<file path="config.mk">
export PLATFORM = sky130hd
export DESIGN_NAME = mdc_ctrl
export DESIGN_NICKNAME = d
export VERILOG_FILES = /design/src/hw/rtl/mdc_pkg.sv /design/src/hw/rtl/mdc_ctrl.sv
export SDC_FILE = /design/constraint.sdc
export NUM_CORES = 1
export LEC_CHECK = 0
export ABC_CLOCK_PERIOD_IN_PS = 1400
export BUFFER_PORTS_ARGS = -buffer_cell sky130_fd_sc_hd__buf_4
export CORE_AREA = 2 2 39 41
export DETAILED_ROUTE_END_ITERATION = 7
export DIE_AREA = 0 0 41 43
export GPL_TIMING_DRIVEN = 1
export REMOVE_ABC_BUFFERS = 1
export SLEW_MARGIN = 10
export SYNTH_ARGS = -nofsm -noshare
export SYNTH_HDL_FRONTEND = slang
export SYNTH_SLANG_ARGS = --single-unit
</file>
<file path="constraint.sdc">
create_clock -name clk -period 1.4 [get_ports clk]
set_input_delay 0 -clock clk [delete_from_list [all_inputs] [get_ports clk]]
set_output_delay 0 -clock clk [all_outputs]
set_load 0.02 [all_outputs]
</file>
<file path="src/hw/rtl/mdc_pkg.sv">
// shared types, register codes and sine helper for the chorus block
`default_nettype none

package mdc_pkg;

  // configuration port
  localparam int CFG_IDX_W  = 4;
  localparam int CFG_DATA_W = 24;

  localparam logic [CFG_IDX_W-1:0] CFG_PHASE_STEP   = 4'd0;
  localparam logic [CFG_IDX_W-1:0] CFG_BASE_DELAY   = 4'd1;
  localparam logic [CFG_IDX_W-1:0] CFG_DEPTH_AMOUNT = 4'd2;
  localparam logic [CFG_IDX_W-1:0] CFG_MIX_AMOUNT   = 4'd3;

  // register widths and reset values
  localparam int PHASE_STEP_W = 24;
  localparam int BASE_DELAY_W = 20;
  localparam int DEPTH_W      = 19;
  localparam int MIX_W        = 17;
  localparam int SINE_W       = 16;

  localparam logic [PHASE_STEP_W-1:0] PHASE_STEP_RST = 24'd89478;
  localparam logic [BASE_DELAY_W-1:0] BASE_DELAY_RST = 20'd184320;
  localparam logic [DEPTH_W-1:0]      DEPTH_RST      = 19'd61440;
  localparam logic [MIX_W-1:0]        MIX_RST        = 17'd32768;
  localparam logic [MIX_W-1:0]        MIX_FULL       = 17'd65536;

  typedef enum logic [3:0] {
    ST_IDLE,
    ST_SINE,
    ST_SCALE,
    ST_DELAY,
    ST_ADDR,
    ST_RD0,
    ST_RD1,
    ST_INTERP,
    ST_MIX,
    ST_OUT
  } mdc_state_t;

  // controller to datapath
  typedef struct packed {
    logic load;
    logic sine;
    logic scale;
    logic delay;
    logic addr;
    logic rd0;
    logic rd1;
    logic interp;
    logic mix;
    logic fin;
  } mdc_cmd_t;

  // datapath to controller
  typedef struct packed {
    logic out_blocked;
  } mdc_status_t;

  // quarter-wave polynomial sine of a 16-bit phase, Q1.15
  function automatic logic signed [SINE_W-1:0] sine_of_phase(input logic [15:0] t);
    logic [1:0] q;
    longint     u;
    longint     x;
    longint     x2;
    longint     a;
    longint     s;
    q = t[15:14];
    u = longint'(t[13:0]);
    if (q[0]) begin
      u = 16384 - u;
    end
    x  = u * 2;
    x2 = (x * x) >>> 15;
    a  = 21024 - ((2320 * x2) >>> 15);
    a  = 51472 - ((a * x2) >>> 15);
    s  = (a * x) >>> 15;
    if (s > 32767) begin
      s = 32767;
    end
    if (q[1]) begin
      s = -s;
    end
    return SINE_W'(s);
  endfunction

endpackage

`default_nettype wire

</file>
<file path="src/hw/rtl/mdc_ctrl.sv">
// sequencing state machine for the chorus datapath
`default_nettype none

module mdc_ctrl
  import mdc_pkg::*;
(
  input  wire logic        clk,
  input  wire logic        rst_n,
  input  wire logic        in_valid,
  output logic             in_ready,
  input  wire mdc_status_t stat,
  output mdc_cmd_t         cmd
);

  mdc_state_t state_r;
  mdc_state_t state_nxt;

  always_ff @(posedge clk) begin
    if (!rst_n) begin
      state_r <= ST_IDLE;
    end else begin
      state_r <= state_nxt;
    end
  end

  // next state
  always_comb begin
    state_nxt = state_r;
    case (state_r)
      ST_IDLE:   if (in_valid) state_nxt = ST_SINE;
      ST_SINE:   state_nxt = ST_SCALE;
      ST_SCALE:  state_nxt = ST_DELAY;
      ST_DELAY:  state_nxt = ST_ADDR;
      ST_ADDR:   state_nxt = ST_RD0;
      ST_RD0:    state_nxt = ST_RD1;
      ST_RD1:    state_nxt = ST_INTERP;
      ST_INTERP: state_nxt = ST_MIX;
      ST_MIX:    state_nxt = ST_OUT;
      ST_OUT:    if (!stat.out_blocked) state_nxt = ST_IDLE;
      default:   state_nxt = ST_IDLE;
    endcase
  end

  // outputs
  always_comb begin
    cmd      = '0;
    in_ready = 1'b0;
    case (state_r)
      ST_IDLE: begin
        in_ready = 1'b1;
        cmd.load = in_valid;
      end
      ST_SINE:   cmd.sine   = 1'b1;
      ST_SCALE:  cmd.scale  = 1'b1;
      ST_DELAY:  cmd.delay  = 1'b1;
      ST_ADDR:   cmd.addr   = 1'b1;
      ST_RD0:    cmd.rd0    = 1'b1;
      ST_RD1:    cmd.rd1    = 1'b1;
      ST_INTERP: cmd.interp = 1'b1;
      ST_MIX:    cmd.mix    = 1'b1;
      ST_OUT:    cmd.fin    = !stat.out_blocked;
      default: begin
        cmd      = '0;
        in_ready = 1'b0;
      end
    endcase
  end

endmodule

`default_nettype wire

</file>
==> results of run 1 <==
path summary, 6_finish.rpt:
check	startpoint	to	slack, ns	cells after the start
min reg2reg	state_r[3]	state_r[0]	0.61	2
max	state_r[0]	cmd[9]	0.12	3
min	rst_n	state_r[3]	0.004	2
max reg2reg	state_r[0]	state_r[2]	0.36	3
kinds of logic after synthesis:
logic type,after synthesis,synth area share [%]
AOI/OAI and AO/OA,3,8.30
xor gates and xnor gates,2,5.81
buffers and inverters,4,11.6
DFF,4,26.6
and+or+nand+nor,25,47.7
critical path, cell delays in order (launching register included):
cell and delay [ns]:
sky130_fd_sc_hd__dfxtp_1 0.44, sky130_fd_sc_hd__nor4_4 0.32, sky130_fd_sc_hd__and2_1 0.15, sky130_fd_sc_hd__buf_4 0.13
layer usage:
layer	up-vias	wire, microns
met1	140	294
met3	0	46
met5	-	0
met2	10	299
li1	151	-
met4	0	0
cells in the final DEF, fill, tap and decap left out, drive strengths merged, types with 3 or more instances in the layout:
cell and instances:
nand2 5, dfxtp 4, nor2 8, clkbuf 3
buf 14, nand2b 5, nor3 4
final cells by class:
| type | instances | area share (%) |
|---|---|---|
| Clock buffer | 3 | 5.44 |
| Sequential cell | 4 | 19.3 |
| Timing Repair Buffer | 14 | 25.4 |
| Tap cell | 16 | 4.83 |
| Multi-Input combinational cell | 30 | 45.0 |
power by group through the flow:
stage,clock network (mW),registers (mW),logic [mW]
CTS,0.147,0.151,0.123
global route,0.152,0.153,0.133
finish,0.141,0.151,0.121
global placement,0,0.153,0.121
detailed placement,0,0.153,0.123
floorplan,0,0.147,0.0778
per-stage QoR:
step / setup slack [ns] / std cells
6_report: 0.123 / 67
3_3_place_gp: 0.372 / 64
5_1_grt: 0.0394 / 67
3_5_place_dp: 0.359 / 64
4_1_cts: 0.110 / 67
2_1_floorplan: 0.240 / 34
==> impl_results.rst, run 1 <==
.. list-table::
   :header-rows: 1

   * - Metric
     - Value
   * - Kind of critical path
     - reg -> out
   * - Post-route ant nets
     - 0
   * - Peak-usage layer in the global routing report
     - met2
   * - RSZ-0062 raised after global routing
     - no
   * - Power Internal
     - 281 uW
   * - Number of buffers added on ports
     - 14
   * - Min Tclk post-route
     - 1.28 ns
   * - Global-route wire length before repair
     - 986 microns
   * - Number of violations of the max-capacitance limit
     - 0
   * - Setup Buffers After CTS
     - 0
   * - Number of design rule violations left after detail routing
     - 0
   * - Die Wd
     - 41 microns
   * - Power spent charging and discharging nets
     - 132 uW
   * - Antenna violations before repair
     - 0
   * - Maximum buffer depth of the clock tree
     - 2
   * - Clock tree root buffer cell
     - sky130_fd_sc_hd__clkbuf_4
   * - Upper clock frequency limit
     - 783 MHz
   * - Total CTS buffers
     - 3
   * - Mean Syn Cell Area
     - 7.94 sq um
   * - Global-route met3 utilization
     - 4.71%
   * - Initial core utilization
     - 21.8%
   * - Filler instances
     - 163
   * - Hold-fix buffers at CTS
     - 0
   * - TritonCTS clock tree
     - done
   * - Critical path required time
     - 1.40 ns
   * - Total design power
     - 413 uW
   * - Synth top area cells
     - sky130_fd_sc_hd__dfxtp_1 27%, sky130_fd_sc_hd__nor2_1 8.7%, sky130_fd_sc_hd__nand2b_1 8.3%
   * - Worst slew pin tran
     - 0.459 ns
   * - Netlist area before placement
     - 302 sq um
   * - Latest clock arrival within the worst-skew pair
     - 0.23 ns
   * - Average routed wire per standard cell
     - 9.55 microns
   * - Core area
     - 1380 sq um
   * - Die Area
     - 1760 sq um
   * - Number of flip-flops and latches in the synthesized netlist
     - 4
   * - Total global routing track utilization
     - 8.23%
   * - Vias per Instance
     - 4.49
   * - Main synth FF type
     - sky130_fd_sc_hd__dfxtp_1
   * - Data arrival time at the worst-slack endpoint
     - 1.28 ns
   * - Vertical die dimension
     - 43 microns
   * - Max Transition Viols Final
     - 0
   * - Pin count of the biggest net entering global routing
     - 11
   * - Multi-input logic area
     - 186 sq um
   * - Combinational Power Share
     - 29.4%
   * - Fin crit share
     - 91.2%
   * - Number of top-level pins
     - 15
   * - Clock transition at path regs
     - 0.04 ns
   * - Number of core rows
     - 14
   * - Setup tns final
     - 0 ns
   * - Final global-route overflow total
     - 0
   * - Max IR drop VDD
     - 381 uV
   * - Half-perimeter wire length after placement
     - 498 microns
   * - Final hold violation count
     - 0
   * - Sequential-to-total area share from yosys stat
     - 26.6%
   * - Top flop regs
     - state_r (4)
   * - Post-synthesis to final-layout area growth
     - 37.3%
   * - Number of synthesized flops with an enable pin
     - 0
   * - Area fraction of the dominant cell type after synthesis
     - 26.6%
   * - Largest register FFs
     - 4
   * - Cell type with the highest aggregate area in the netlist
     - sky130_fd_sc_hd__dfxtp_1
   * - Class of the worst hold path
     - in -> reg
   * - Area of all placed cells without fillers
     - 414 sq um
   * - Overall via count from detail_route
     - 301
   * - Global Route met2 Usage
     - 10.6%
   * - Switching portion of total power
     - 31.9%
   * - Max H-tree Level
     - 1
   * - Final antenna diode count
     - 0
   * - Startpoint kind of the worst setup timing path
     - flip-flop
   * - Total number of nets in the final design
     - 57
   * - Part of the power in the clock network
     - 34.1%
   * - Power per cell area
     - 997 nW/um^2
   * - CP Max Fanout
     - 10
   * - Fraction of registers with async set or reset after synthesis
     - 0%
   * - Placed standard-cell area
     - 392 sq um
   * - Final number of setup-violating endpoints
     - 0
   * - Final setup skew
     - 0.00306 ns
   * - Layout cell share with drive strength beyond 1
     - 39.2%
   * - Number of gates resized after cts
     - 0
   * - Number of global-route vias before repair
     - 254
   * - Library cells used by synthesis
     - 18
   * - Number of sinks driven by the clock tree
     - 4
   * - Flop pwr share
     - 36.5%
   * - Routability-driven placement congestion ratio
     - 0.699
   * - Worst max-slew margin expressed relative to the limit
     - 69.4%
   * - Number of synthesis warnings
     - 0
   * - Most frequent cells after synthesis
     - 7 x sky130_fd_sc_hd__nor2_1, 5 x sky130_fd_sc_hd__nand2_1, 4 x sky130_fd_sc_hd__dfxtp_1, 4 x sky130_fd_sc_hd__nand2b_1, 4 x sky130_fd_sc_hd__nor3_1
   * - Total leakage power
     - 0.175 nW
   * - End-of-flow core utilization
     - 29.9%
   * - Register area
     - 80.1 sq um
   * - Minimum hold slack
     - 0.00423 ns
   * - Outcome
     - finished clean
   * - Nature of the critical path endpoint
     - output pin
   * - Number of instances in the synthesized netlist
     - 38
   * - Register with the highest flop count
     - state_r
   * - Detailed Route Iter0 Violations
     - 5
   * - Global-route met1 utilization
     - 10.6%
   * - First drt pass iteration count
     - 2
   * - Routed WL
     - 640 microns
   * - Count leader, synth
     - sky130_fd_sc_hd__nor2_1
(Power assumes the default switching activity.)
==> inputs of run 2 (changes only) <==
--- a/config.mk
+++ b/config.mk
@@ -6,11 +6,11 @@
 export NUM_CORES = 1
 export LEC_CHECK = 0
 export ABC_CLOCK_PERIOD_IN_PS = 1400
-export BUFFER_PORTS_ARGS = -buffer_cell sky130_fd_sc_hd__buf_4
+export BUFFER_PORTS_ARGS = -buffer_cell sky130_fd_sc_hd__clkbuf_2
+export CAP_MARGIN = 20
 export CORE_AREA = 2 2 39 41
 export DETAILED_ROUTE_END_ITERATION = 7
 export DIE_AREA = 0 0 41 43
-export GPL_TIMING_DRIVEN = 1
 export REMOVE_ABC_BUFFERS = 1
 export SLEW_MARGIN = 10
 export SYNTH_ARGS = -nofsm -noshare
==> run 2 against run 1 <==
Net effect: wire length is 5.9% lower; global-route usage shrank 0.10 points; critical endpoint unchanged; total power shrank 2.9%; maximum frequency down 2.5%; highest routed layer unchanged.
==> impl_results.rst, run 2 (synthesis gave the netlist of run 1 again) <==
.. list-table::
   :header-rows: 1

   * - Metric
     - Value
   * - Dpl ws
     - 0.330 ns
   * - Total CTS buffers
     - 3
   * - Worst Reg2Reg Path Length in Cells
     - 3
   * - Number of sinks driven by the clock tree
     - 4
   * - Number of design rule violations left after detail routing
     - 0
   * - Post-synthesis to final-layout area growth
     - 25.7%
   * - Register with the highest flop count
     - state_r
   * - Final antenna diode count
     - 0
   * - Max Transition Viols Final
     - 0
   * - Max H-tree Level
     - 1
   * - Vertical die dimension
     - 43 microns
   * - Detailed Route Iter0 Violations
     - 8
   * - Most frequent standard cell in the layout excluding fill and tap cells
     - sky130_fd_sc_hd__clkbuf_2
   * - Layout cell share with drive strength beyond 1
     - 39.2%
   * - Latest clock arrival within the worst-skew pair
     - 0.24 ns
   * - Number of gates resized after cts
     - 0
   * - Number of top-level pins
     - 15
   * - Largest register FFs
     - 4
   * - Core area
     - 1380 sq um
   * - Outcome
     - finished clean
   * - Number of buffers added on ports
     - 14
   * - Data arrival time at the worst-slack endpoint
     - 1.31 ns
   * - Final global-route overflow total
     - 0
   * - Setup tns final
     - 0 ns
   * - Area of all placed cells without fillers
     - 379 sq um
   * - Nature of the critical path endpoint
     - output pin
   * - Post-route ant nets
     - 0
   * - Hold-fix buffers at CTS
     - 0
   * - Routability-driven placement congestion ratio
     - 0.711
   * - Placed standard-cell area
     - 357 sq um
   * - Average routed wire per standard cell
     - 8.99 microns
   * - Vias per Instance
     - 4.34
   * - Filler instances
     - 156
   * - Pin count of the biggest net entering global routing
     - 11
   * - Final hold violation count
     - 0
   * - Class of the worst hold path
     - in -> reg
   * - WHS Path Cells
     - 3
   * - Initial core utilization
     - 21.8%
   * - Power per cell area
     - 1060 nW/um^2
   * - Number of violations of the max-capacitance limit
     - 0
   * - Die Wd
     - 41 microns
   * - Startpoint kind of the worst setup timing path
     - flip-flop
   * - Final setup skew
     - 0.00633 ns
   * - Half-perimeter wire length after placement
     - 475 microns
   * - Setup Buffers After CTS
     - 0
   * - RSZ-0062 raised after global routing
     - no
   * - Total global routing track utilization
     - 8.13%
   * - Die Area
     - 1760 sq um
   * - Upper clock frequency limit
     - 763 MHz
   * - Number of cells in the finished layout apart from fillers
     - 67
   * - Clock transition at path regs
     - 0.04 ns
   * - TritonCTS clock tree
     - done
   * - Total number of nets in the final design
     - 57
   * - Max IR drop VDD
     - 300 uV
   * - First drt pass iteration count
     - 4
   * - Worst Setup Slack, final
     - 0.0896 ns
   * - Fin crit share
     - 93.6%
   * - Worst reg-to-reg setup slack
     - 0.37 ns
   * - Min Tclk post-route
     - 1.31 ns
   * - Critical path required time
     - 1.40 ns
   * - Number of core rows
     - 14
   * - Minimum hold slack
     - 0.0125 ns
   * - Worst slew pin tran
     - 0.448 ns
   * - Number of global-route vias before repair
     - 225
   * - Placed cell count
     - 64
   * - Most frequent cells in the layout
     - 14 x sky130_fd_sc_hd__clkbuf_2, 7 x sky130_fd_sc_hd__nor2_1, 5 x sky130_fd_sc_hd__nand2_1
   * - Total design power
     - 401 uW
   * - End-of-flow core utilization
     - 27.4%
   * - Final number of setup-violating endpoints
     - 0
   * - Routed WL
     - 602 microns
   * - Overall via count from detail_route
     - 291
   * - Total leakage power
     - 0.165 nW
   * - Top flop regs
     - state_r (4)
   * - CP Max Fanout
     - 10
   * - Kind of critical path
     - reg -> out
   * - Global-route wire length before repair
     - 910 microns
   * - Clock tree root buffer cell
     - sky130_fd_sc_hd__clkbuf_4
   * - Antenna violations before repair
     - 0
   * - Maximum buffer depth of the clock tree
     - 2
   * - Worst max-slew margin expressed relative to the limit
     - 70.1%
[run 2: changes by cell type in the layout (fill, tap and decap cells not counted), sizes merged]
cell / change
clkbuf: +14
buf: -14
[run 2: power breakdown]
part	total (mW)	switching, mW	internal, mW
Clock	0.144	0.0484	0.0960
Combinational	0.106	0.0583	0.0474
Sequential	0.151	0.0272	0.124
[run 2: final timing paths]
path / from / to
max: state_r[0] / cmd[9]
min: stat / state_r[0]
max reg2reg: state_r[3] / state_r[3]
min reg2reg: state_r[3] / state_r[0]
[run 2: cell type report]
type	instances	area (sq um)	area share [%]
Multi-Input combinational cell	30	186	49.2
Sequential cell	4	80.1	21.1
Timing Repair Buffer	14	70.1	18.5
Clock buffer	3	22.5	5.94
Tap cell	16	20.0	5.28
[run 2: critical path: stages, from the launching register on]
cell and delay (ns):
sky130_fd_sc_hd__dfxtp_1 0.43, sky130_fd_sc_hd__nor4_4 0.33, sky130_fd_sc_hd__and2_1 0.15, sky130_fd_sc_hd__clkbuf_2 0.16
[run 2: metal layers]
metal	vias up	wire, microns	GRT usage, %
met1	129	281	10.3
met5	-	0	0
met3	0	37	4.71
met2	10	283	9.69
met4	0	0	6.00
li1	152	-	-
==> inputs of run 3 (changes only) <==
--- a/config.mk
+++ b/config.mk
@@ -5,7 +5,7 @@
 export SDC_FILE = /design/constraint.sdc
 export NUM_CORES = 1
 export LEC_CHECK = 0
-export ABC_CLOCK_PERIOD_IN_PS = 1400
+export ABC_CLOCK_PERIOD_IN_PS = 1570
 export BUFFER_PORTS_ARGS = -buffer_cell sky130_fd_sc_hd__clkbuf_2
 export CAP_MARGIN = 20
 export CORE_AREA = 2 2 39 41
==> constraint.sdc (replaced) <==
create_clock -name clk -period 1.57 [get_ports clk]
set_input_delay 0 -clock clk [delete_from_list [all_inputs] [get_ports clk]]
set_output_delay 0 -clock clk [all_outputs]
set_load 0.02 [all_outputs]
==> run 3 against run 2 <==
Net effect: sequential cell count is the same; count of clock-buffer cells in the layout is the same; combinational power shrank 11%; largest power group unchanged; highest routed layer unchanged.
==> impl_results.rst, run 3 (synthesis gave the netlist of run 1 again) <==
.. list-table::
   :header-rows: 1

   * - Metric
     - Value
   * - Outcome
     - finished clean
   * - Clock transition at path regs
     - 0.04 ns
   * - Latest clock arrival within the worst-skew pair
     - 0.24 ns
   * - Max IR drop VDD
     - 305 uV
   * - Setup Buffers After CTS
     - 0
   * - Register area
     - 80.1 sq um
   * - Final global-route overflow total
     - 0
   * - Worst reg-to-reg setup slack
     - 0.53 ns
   * - HP Start
     - stat
   * - Post-route ant nets
     - 0
   * - CP cell instances
     - nor4_4 -> and2_1 -> clkbuf_2
   * - Maximum buffer depth of the clock tree
     - 2
   * - Vias per Instance
     - 4.43
   * - Die Area
     - 1760 sq um
   * - Layout cell share with drive strength beyond 1
     - 39.2%
   * - Most frequent standard cell in the layout excluding fill and tap cells
     - sky130_fd_sc_hd__clkbuf_2
   * - Number of gates resized after cts
     - 0
   * - Total leakage power
     - 0.165 nW
   * - Initial core utilization
     - 21.8%
   * - Kind of critical path
     - reg -> out
   * - Register with the highest flop count
     - state_r
   * - WHS Path Cells
     - 3
   * - End-of-flow core utilization
     - 27.4%
   * - Total design power
     - 359 uW
   * - Power per cell area
     - 948 nW/um^2
   * - Number of sinks driven by the clock tree
     - 4
   * - Most frequent cells in the layout
     - 14 x sky130_fd_sc_hd__clkbuf_2, 7 x sky130_fd_sc_hd__nor2_1, 5 x sky130_fd_sc_hd__nand2_1
   * - Core area
     - 1380 sq um
   * - Nature of the critical path endpoint
     - output pin
   * - Pin count of the biggest net entering global routing
     - 11
   * - Multi-input logic area
     - 186 sq um
   * - Min Tclk post-route
     - 1.32 ns
   * - Filler instances
     - 147
   * - Half-perimeter wire length after placement
     - 465 microns
   * - Class of the worst hold path
     - in -> reg
   * - Vertical die dimension
     - 43 microns
   * - Setup tns final
     - 0 ns
   * - Hold-fix buffers at CTS
     - 0
   * - Final antenna diode count
     - 0
   * - Antenna violations before repair
     - 0
   * - Upper clock frequency limit
     - 759 MHz
   * - Number of global-route vias before repair
     - 224
   * - Reg-to-reg endpoint
     - state_r[3]
   * - Placed standard-cell area
     - 357 sq um
   * - First drt pass iteration count
     - 4
   * - Total global routing track utilization
     - 7.93%
   * - CP Max Fanout
     - 10
   * - Clock tree root buffer cell
     - sky130_fd_sc_hd__clkbuf_4
   * - Area of all placed cells without fillers
     - 379 sq um
   * - Final hold violation count
     - 0
   * - Routed WL
     - 605 microns
   * - Number of core rows
     - 14
   * - Worst max-slew margin expressed relative to the limit
     - 69.0%
   * - Number of top-level pins
     - 15
   * - Final number of setup-violating endpoints
     - 0
   * - Critical path required time
     - 1.57 ns
   * - Critical path's top delay family
     - simple AND/OR/NAND/NOR gates
   * - Post-synthesis to final-layout area growth
     - 25.7%
   * - TritonCTS clock tree
     - done
   * - Data arrival time at the worst-slack endpoint
     - 1.32 ns
   * - Routability-driven placement congestion ratio
     - 0.711
   * - Die Wd
     - 41 microns
   * - Startpoint kind of the worst setup timing path
     - flip-flop
   * - Reg2reg start
     - state_r[0]
   * - Largest register FFs
     - 4
   * - Crit path buffers/inverters
     - 1
   * - Overall via count from detail_route
     - 297
   * - Dpl ws
     - 0.501 ns
   * - Max Transition Viols Final
     - 0
   * - Stage delay of the slowest cell on the critical path
     - 0.44 ns
   * - Number of design rule violations left after detail routing
     - 0
   * - Slowest cell on crit path
     - sky130_fd_sc_hd__dfxtp_1
   * - Total CTS buffers
     - 3
   * - Global-route wire length before repair
     - 897 microns
   * - Top flop regs
     - state_r (4)
   * - Worst Hold Endpoint
     - state_r[0]
   * - Max H-tree Level
     - 1
   * - Worst Reg2Reg Path Length in Cells
     - 3
   * - RSZ-0062 raised after global routing
     - no
   * - Total number of nets in the final design
     - 57
   * - Worst Setup Slack, final
     - 0.252 ns
   * - Worst slew pin tran
     - 0.464 ns
   * - Detailed Route Iter0 Violations
     - 11
   * - Average routed wire per standard cell
     - 9.03 microns
   * - Final setup skew
     - 0.00270 ns
   * - Number of violations of the max-capacitance limit
     - 0
   * - Fin crit share
     - 83.9%
   * - Number of buffers added on ports
     - 14
[run 3: cell counts in the layout (fill, tap and decap cells not counted)]
Identical to the previous run, type by type.
[run 3: worst max path at each step]
| stage | from | end | slack [ns] | depth (start not counted) |
|---|---|---|---|---|
| 2_1_floorplan | state_r[0] | cmd[9] | 0.41 | 2 |
| 3_3_place_gp | state_r[0] | cmd[9] | 0.53 | 3 |
| 3_5_place_dp | state_r[0] | cmd[9] | 0.50 | 3 |
| 4_1_cts | state_r[0] | cmd[9] | 0.24 | 3 |
| 5_1_grt | state_r[0] | cmd[9] | 0.20 | 3 |
| 6_report | state_r[0] | cmd[9] | 0.25 | 3 |
[run 3: metal layers]
metal / track usage [%] / routed length [microns] / up-vias / part of all wire, %
li1: - / - / 151 / -
met1: 9.32 / 297 / 134 / 49
met2: 10.0 / 276 / 12 / 46
met3: 4.71 / 30 / 0 / 5.0
met4: 6.00 / 0 / 0 / 0
met5: 0 / 0 / - / 0
[run 3: layout make-up]
type | count | area share, %
repair buffers | 14 | 18.5
clock buffers | 3 | 5.94
flip-flops and latches | 4 | 21.1
multi-input cells | 30 | 49.2
well taps | 16 | 5.28
[run 3: through the flow]
| step | hold WS [ns] | instances |
|---|---|---|
| final | 0.0152 | 67 |
| after global routing | 0.0190 | 67 |
| after floorplan | 0.117 | 34 |
| after detailed placement | 0.258 | 64 |
| after global placement | 0.256 | 64 |
| after CTS | 0.00786 | 67 |
[run 3: worst min-delay path, stage by stage]
cell	delay, ns
sky130_fd_sc_hd__clkbuf_2	0.09
sky130_fd_sc_hd__nand2_1	0.06
sky130_fd_sc_hd__a211oi_1	0.06
[run 3: where the power goes]
part           switching [mW]  total, mW  leakage (nW)  internal (mW)
sequential             0.0249      0.135        0.0327          0.110
combinational          0.0521     0.0944         0.118         0.0423
clock                  0.0444      0.130        0.0138         0.0857
total                   0.121      0.359         0.165          0.238
